--- config.mk ---
export PLATFORM = sky130hd
export DESIGN_NAME = client_gateway_learning_table_top
export DESIGN_NICKNAME = d
export VERILOG_FILES = /design/src/sv/clgt_pkg.sv /design/src/sv/client_gateway_learning_table_top.sv
export SDC_FILE = /design/constraint.sdc
export NUM_CORES = 1
export LEC_CHECK = 0
export BUFFER_PORTS_ARGS = -buffer_cell sky130_fd_sc_hd__buf_4
export CAP_MARGIN = 20
export CORE_ASPECT_RATIO = 1.1
export CORE_MARGIN = 4
export CORE_UTILIZATION = 40
export DETAILED_ROUTE_END_ITERATION = 10
export PLACE_DENSITY_LB_ADDON = 0.3
export SLEW_MARGIN = 20
export SYNTH_ARGS = -nofsm -noshare
export SYNTH_HDL_FRONTEND = slang
export SYNTH_SLANG_ARGS = --single-unit
export TNS_END_PERCENT = 50
--- constraint.sdc ---
create_clock -name clock -period 14.7 [get_ports clock]
set_clock_uncertainty 0.15 [all_clocks]
set_input_delay 2.94 -clock clock [delete_from_list [all_inputs] [get_ports clock]]
set_output_delay 2.94 -clock clock [all_outputs]
set_load 0.02 [all_outputs]
--- src/sv/clgt_pkg.sv ---
// Package for the client gateway learning table.
// Request and response type codes, field widths and the staged request struct.
// No dependencies.
`timescale 1ns / 1ps

package clgt_pkg;

   localparam int unsigned ADDR_W      = 32;
   localparam int unsigned REQ_DATA_W  = 64;  // client, gateway
   localparam int unsigned RSP_DATA_W  = 40;  // found, drop, next hop, full, pad

   // Request kind, carried on tuser of both channels
   typedef enum logic [0:0] {
      KIND_LOOKUP = 1'b0,
      KIND_LEARN  = 1'b1
   } kind_type;

   // Request as held in the input register
   typedef struct packed {
      kind_type            kind;
      logic [ADDR_W-1:0]   client;
      logic [ADDR_W-1:0]   gateway;
   } req_type;

   // Result fields before packing onto the response bus
   typedef struct packed {
      kind_type            kind;
      logic                found;
      logic                drop;
      logic [ADDR_W-1:0]   next_hop;
      logic                full;
   } rsp_type;

endpackage

--- src/sv/client_gateway_learning_table_top.sv ---
// Client gateway learning table, top level.
// Fully associative client-to-gateway table with stream request/response channels.
// Depends on clgt_pkg.
`timescale 1ns / 1ps

// Maps a client IPv4 address to the access-point address it was last seen
// behind. A lookup transaction (tuser = 0) returns the stored gateway as the
// next hop, or flags drop_packet on a miss. A learn transaction (tuser = 1)
// overwrites the gateway of a known client, or stores a new client in the
// lowest free entry; with no free entry it sets table_full and stores
// nothing. Every request gives exactly one response, in order. The block
// takes one transaction per cycle while the response side does not stall
// it. The request is held in the input register while the all-entry
// parallel compare feeds the response register, which drives rsp_tvalid.
// The table update lands at the same edge as the response register load,
// so the next request already sees it. Back-pressure on the response side
// stalls both stages. Reset clears all valid bits at once.
module client_gateway_learning_table_top #(
   parameter int unsigned ENTRIES = 16   // table depth, 2 .. 256
) (
   input  logic                          clock,
   input  logic                          reset,
   // request channel
   input  logic                          req_tvalid,
   output logic                          req_tready,
   input  logic [clgt_pkg::REQ_DATA_W-1:0] req_tdata,  // [31:0] client_addr,
                                                       // [63:32] gateway_addr
   input  logic                          req_tuser,  // [0] req_type
   // response channel
   output logic                          rsp_tvalid,
   input  logic                          rsp_tready,
   output logic [clgt_pkg::RSP_DATA_W-1:0] rsp_tdata,  // [0] found, [1] drop_packet,
                                                       // [33:2] next_hop_addr,
                                                       // [34] table_full, [39:35] zero
   output logic                          rsp_tuser   // [0] kind_echo
);
   import clgt_pkg::*;

   // ---------------------------------------------------------------
   // Stage control: response register frees when empty or taken
   // ---------------------------------------------------------------
   logic    s1_vld_ff, s1_vld_in;
   req_type s1_req_ff, s1_req_in;
   logic    out_vld_ff, out_vld_in;
   rsp_type out_rsp_ff, out_rsp_in;
   logic    advance;

   assign advance    = !out_vld_ff || rsp_tready;
   assign req_tready = !s1_vld_ff || advance;

   // ---------------------------------------------------------------
   // Table storage: one register row per entry
   // ---------------------------------------------------------------
   logic [ADDR_W-1:0]  ent_client_ff  [ENTRIES];
   logic [ADDR_W-1:0]  ent_gateway_ff [ENTRIES];
   logic [ENTRIES-1:0] ent_valid_ff, ent_valid_in;

   logic [ENTRIES-1:0] hit_vec;      // raw compare hits
   logic [ENTRIES-1:0] hit_first;    // lowest hit, one-hot
   logic [ENTRIES-1:0] free_first;   // lowest free entry, one-hot
   logic [ENTRIES-1:0] wr_client;    // entry takes new client
   logic [ENTRIES-1:0] wr_gateway;   // entry takes new gateway
   logic               any_hit;
   logic               any_free;
   logic [ADDR_W-1:0]  hit_gateway;
   logic               s1_fire;

   assign s1_fire = s1_vld_ff && advance;

   // parallel compare, then lowest-index pick for hits and free slots
   always_comb begin
      logic seen_hit;
      logic seen_free;
      seen_hit    = 1'b0;
      seen_free   = 1'b0;
      hit_gateway = '0;
      for (int i = 0; i < ENTRIES; i++) begin
         hit_vec[i]    = ent_valid_ff[i] && (ent_client_ff[i] == s1_req_ff.client);
         hit_first[i]  = hit_vec[i] && !seen_hit;
         free_first[i] = !ent_valid_ff[i] && !seen_free;
         seen_hit      = seen_hit || hit_vec[i];
         seen_free     = seen_free || !ent_valid_ff[i];
         hit_gateway   = hit_gateway | (ent_gateway_ff[i] & {ADDR_W{hit_first[i]}});
      end
      any_hit  = seen_hit;
      any_free = seen_free;
   end

   // write enables
   always_comb begin
      logic learn;
      learn = s1_fire && (s1_req_ff.kind == KIND_LEARN);
      for (int i = 0; i < ENTRIES; i++) begin
         wr_client[i]  = learn && !any_hit && free_first[i];
         wr_gateway[i] = learn && (any_hit ? hit_first[i] : free_first[i]);
      end
      ent_valid_in = ent_valid_ff | wr_client;
   end

   // result fields
   always_comb begin
      out_rsp_in          = '0;
      out_rsp_in.kind     = s1_req_ff.kind;
      out_rsp_in.found    = any_hit;
      if (s1_req_ff.kind == KIND_LOOKUP) begin
         out_rsp_in.drop     = !any_hit;
         out_rsp_in.next_hop = hit_gateway;
      end else begin
         out_rsp_in.full     = !any_hit && !any_free;
      end
   end

   // input register next values
   always_comb begin
      s1_vld_in = s1_vld_ff;
      s1_req_in = s1_req_ff;
      if (req_tready) begin
         s1_vld_in         = req_tvalid;
         s1_req_in.kind    = kind_type'(req_tuser);
         s1_req_in.client  = req_tdata[ADDR_W-1:0];
         s1_req_in.gateway = req_tdata[2*ADDR_W-1:ADDR_W];
      end
   end

   assign out_vld_in = advance ? s1_vld_ff : out_vld_ff;

   // ---------------------------------------------------------------
   // Registers
   // ---------------------------------------------------------------
   always_ff @(posedge clock) begin
      if (reset) begin
         s1_vld_ff    <= 1'b0;
         out_vld_ff   <= 1'b0;
         ent_valid_ff <= '0;
      end else begin
         s1_vld_ff    <= s1_vld_in;
         out_vld_ff   <= out_vld_in;
         ent_valid_ff <= ent_valid_in;
      end
   end

   always_ff @(posedge clock) begin
      s1_req_ff <= s1_req_in;
      if (s1_fire) begin
         out_rsp_ff <= out_rsp_in;
      end
      for (int i = 0; i < ENTRIES; i++) begin
         if (wr_client[i]) begin
            ent_client_ff[i] <= s1_req_ff.client;
         end
         if (wr_gateway[i]) begin
            ent_gateway_ff[i] <= s1_req_ff.gateway;
         end
      end
   end

   // ---------------------------------------------------------------
   // Response packing
   // ---------------------------------------------------------------
   assign rsp_tvalid = out_vld_ff;
   assign rsp_tuser  = out_rsp_ff.kind;
   assign rsp_tdata  = {{(RSP_DATA_W - ADDR_W - 3){1'b0}},
                        out_rsp_ff.full,
                        out_rsp_ff.next_hop,
                        out_rsp_ff.drop,
                        out_rsp_ff.found};

   // ---------------------------------------------------------------
   // Assertions
   // ---------------------------------------------------------------
   // a client never sits in two entries
   a_no_dup: assert property (@(posedge clock) disable iff (reset)
      s1_vld_ff |-> $onehot0(hit_vec))
      else $error("duplicate client entries");

   // full flag only on learn, drop only on lookup
   a_full_learn: assert property (@(posedge clock) disable iff (reset)
      (out_vld_ff && out_rsp_ff.full) |-> (out_rsp_ff.kind == KIND_LEARN))
      else $error("table_full on lookup");

   a_drop_lookup: assert property (@(posedge clock) disable iff (reset)
      (out_vld_ff && out_rsp_ff.drop) |->
         (out_rsp_ff.kind == KIND_LOOKUP && !out_rsp_ff.found))
      else $error("bad drop flag");

   // a full report means every entry was in use
   a_full_all: assert property (@(posedge clock) disable iff (reset)
      (s1_fire && out_rsp_in.full) |-> (&ent_valid_ff))
      else $error("table_full with free entry");

   // valid bits only ever get set, one per learn at most
   a_valid_grow: assert property (@(posedge clock) disable iff (reset)
      $countones(wr_client) <= 1)
      else $error("multiple entries allocated");

endmodule

Yosys cells after proc, flatten, opt, wreduce, memory -nomap -nowiden:

Memory sizes are Yosys's and may differ from the RTL's.
Index checks and enable logic that the tools add are counted.

* register bits after elaboration: 119
* latch bits: 0
* RAM bits: 1024
* memory bits (read-only): 0
* input bits: 69
* output and inout port bits: 43
* logic and storage cells: 424
* memories: 2

* add/sub/neg operators: 0
* multipliers: 0
* divide/modulo/power cells: 0
* order comparisons: 0
* equal/unequal tests: 16
* shift-type cells: 0
* mux-type cells: 170
* bitwise operators: 32
* reduce and logical (&&, ||, !) cells: 193

Memory list
* ent_client_ff: depth 16, width 32, read ports 16, clocked after Yosys merged registers in 0, write ports 1, RTL line client_gateway_learning_table_top.sv:54 `logic [ADDR_W-1:0] ent_client_ff [ENTRIES];`
* ent_gateway_ff: depth 16, width 32, read ports 16, clocked after Yosys merged registers in 0, write ports 1, RTL line client_gateway_learning_table_top.sv:55 `logic [ADDR_W-1:0] ent_gateway_ff [ENTRIES];`

Operator list (number)
* $mux W32: 30
* $reduce_or A32 Y1: 30
* $and A32 B32 Y32: 16
* $eq A32 B32 Y1: 16
* $or A32 B32 Y32: 15
* $mux W4: 30
* $mux W1: 110
* $logic_and A1 B1 Y1: 82
* $logic_not A1 Y1: 49
* $logic_or A1 B1 Y1: 32
* $or A16 B16 Y16: 1

Longest topological paths before layout:

An unclocked memory read counts as a cell.

* depth in word-level cells: 39
* depth in mapped cells: 13
* mapped depth without buffers: 8

Worst setup path after synthesis:

No wires, ideal clock.

* path type: input port to output port
* start point: input port rsp_tready
* end point: output port req_tready
* arrival time: 4498 ps
* required time: 11610 ps
* slack: 7112 ps
* stages on the path: 2
* buffers on the path: 0
* path through: nor2b_1 > nand2_1

* word-level cells in the longest chain between the ends: 2

RTL lines
* from (decl): RTL line client_gateway_learning_table_top.sv:31 `input logic rsp_tready,`
* $logic_or A1 B1 Y1: RTL line client_gateway_learning_table_top.sv:48 `assign advance = !out_vld_ff || rsp_tready;`
* $logic_or A1 B1 Y1: RTL line client_gateway_learning_table_top.sv:49 `assign req_tready = !s1_vld_ff || advance;`
* to (decl): RTL line client_gateway_learning_table_top.sv:25 `output logic req_tready,`

No other way between the ends.

Worst setup path in the final report:

Same ends and word-level chain as after synthesis.

==> metrics.txt <==
met2 routed WL=59700 um; DR DRC count=0; Async S/R FF share, synth=0; Die Ht=366 um; number of synthesized flops with an enable pin=1125; die width=334 um; Num CTS Buffers=116; Synth cell types=53; Pwr Total=6.83 mW; Worst-Margin Slew=1160 ps; worst slack at placement=7860 ps; Slew HR=0.223; Sum Neg Setup Slack=0 ps; WL/cell=24.7 um; crit-path max FO=3; Final Non-Filler Cells=4874; TritonCTS clock tree=yes; die area=122000 sq um; area leader, netlist=edfxtp_1; crit start category=primary input; Int Power=5.42 mW; commonest non-fill, non-tap cell in the layout=edfxtp_1; met1 WL=50500 um; Placer Congestion=0.757; post-synth design cell area=46700 sq um; post-synthesis instance total=3100; Reg power frac=0.532; GRT Util Overall=0.193; clk slew on worst S/H paths=60 ps; fin worst setup slack=7860 ps; CP Class=primary input to primary output; commonest cells after routing, fill and taps aside=edfxtp_1 (1125), xor2_1 (334), buf_4 (234), nand2_1 (178), xnor2_1 (170); First-pass DRT Iterations=6; dominant synthesized flop cell=edfxtp_1; row cnt=131; RSZ-0062 raised after global routing=false; placed cell areas=49700 sq um; initial antenna violation count=5; Max-Cap Viols=0; Routed WL=120000 um; worst path arrival time=3750 ps; flops & latches, synth=1143; WL met3=7080 um; Clock power frac=0.436; largest net degree at the start of global routing=71; Leak Pwr=17.4 nW; Area contributors post-synth=edfxtp_1 (72%), xor2_1 (6.3%), xnor2_1 (3.2%); Core ar.=116000 sq um; uppermost routed layer=met4; P per Cell Area=128 nW/um^2; initial core utilization=0.403; Yosys top cell area share=0.724; Antenna diodes=0; combinational share of power=0.032; # placed instances=4657; post-CTS sizing=0; worst-skew pair later-pin latency=700 ps; vias=26725; Sink Count=1143; fin crit period=6840 ps; nets=3316; CTS Root Cell=clkbuf_16; fin crit share=0.465; status=finished, final reports clean; post-route design area=53500 sq um; min-delay worst type=flop to flop; area delta synth->final=14.7%; Switching Share=0.207; first-pass GRT wire length=177000 um; Final Hold Viols=0; Avg Cell Area, Syn=15.1 sq um; number of setup violations in the final report=0; Switching Power=1.42 mW; # port buffers=106; Setup Buffers After CTS=0; DR iter-0 viols=2926; DP HPWL=67000 um; proportion of layout cells with a drive suffix above 1=0.139; GRT overflow=0; Slew Viols, Final=0; Max H-tree Level=3; Ports=112; FMAX=146 MHz; Routed Antenna Nets=0; filler cell count=10070; Worst EP required=11610 ps; peak supply drop=0.141 mV; Via density=5.48; crit end category=primary output; Hold Buf Count CTS=0; register area share after synthesis=0.731; CTS Buffer Depth=3; number of global-route vias before repair=26117; synth warn=0
==> registers in the layout (all words and copies together), names as in the netlist <==
signal          flops
rsp_tuser           1
ent_valid_ff       16
ent_gateway_ff    512
rsp_tdata          35
ent_client_ff     512
out_rsp_in          1
rsp_tvalid          1
s1_req_ff          64
s1_vld_ff           1
==> synthesized netlist by cell type, drive strengths merged, types with 67 or more instances <==
master and instances:
xor2 334, nor4 93, o21ai 97, edfxtp 1125, clkbuf 103, and2 67, xnor2 170, nand2 179
buf 108, nand3 133, a21oi 81, nor2 71, and3 71, nand4 91
==> power groups by stage <==
stage                     combinational, mW  sequential, mW  clock, mW
after detailed placement              0.219            3.71          0
final                                 0.216            3.64       2.98
after global placement                0.218            3.70          0
after CTS                             0.220            3.64       3.03
after global routing                  0.232            3.64       3.18
after floorplan                       0.115            3.71          0
==> final cells by class <==
cell class | count | area [sq um] | share of cell area
clock buffers | 140 | 3060 | 0.0571
well taps | 1529 | 1910 | 0.0357
inverters | 49 | 184 | 0.00344
flip-flops and latches | 1143 | 34100 | 0.638
repair buffers | 236 | 1810 | 0.0338
multi-input cells | 1701 | 11600 | 0.217
clock inverters | 76 | 788 | 0.0147
==> worst paths after layout <==
| path | depth (start not counted) | startpoint | slack (ps) | end |
|---|---|---|---|---|
| worst max register to register | 13 | s1_req_ff[58]$_DFFE_PP_ | 8460 | ent_gateway_ff[1][36]$_DFFE_PP_ |
| worst max-delay path | 4 | rsp_tready | 7860 | req_tready |
| worst min-delay path | 2 | ent_valid_ff[6]$_SDFF_PP0_ | 410 | ent_valid_ff[6]$_SDFF_PP0_ |
| worst min register to register | 2 | ent_valid_ff[6]$_SDFF_PP0_ | 410 | ent_valid_ff[6]$_SDFF_PP0_ |
==> worst max-delay path: stages <==
cell and delay (ps):
buf_4 120, nor2b_1 280, nand2_4 190, buf_4 200
==> per-stage QoR <==
| step | utilization | hold slack [ps] |
|---|---|---|
| CTS | 0.462 | 405 |
| global placement | 0.428 | 386 |
| finish | 0.462 | 409 |
| detailed placement | 0.428 | 391 |
| floorplan | - | 274 |
| global route | 0.462 | 446 |
==> layer usage <==
layer / vias up / track usage
met5: - / 0
met4: 0 / 0.0530
met3: 191 / 0.0289
met2: 944 / 0.327
met1: 13605 / 0.259
li1: 11985 / -
==> logic make-up after synthesis <==
family	share of synthesized area
AO/OA/AOI/OAI	0.0513
buffers and inverters	0.0265
other	0.0000803
AND/OR/NAND/NOR	0.0960
flip-flops	0.731
XOR/XNOR	0.0946
Note: power is estimated with default switching activity, not from simulation.
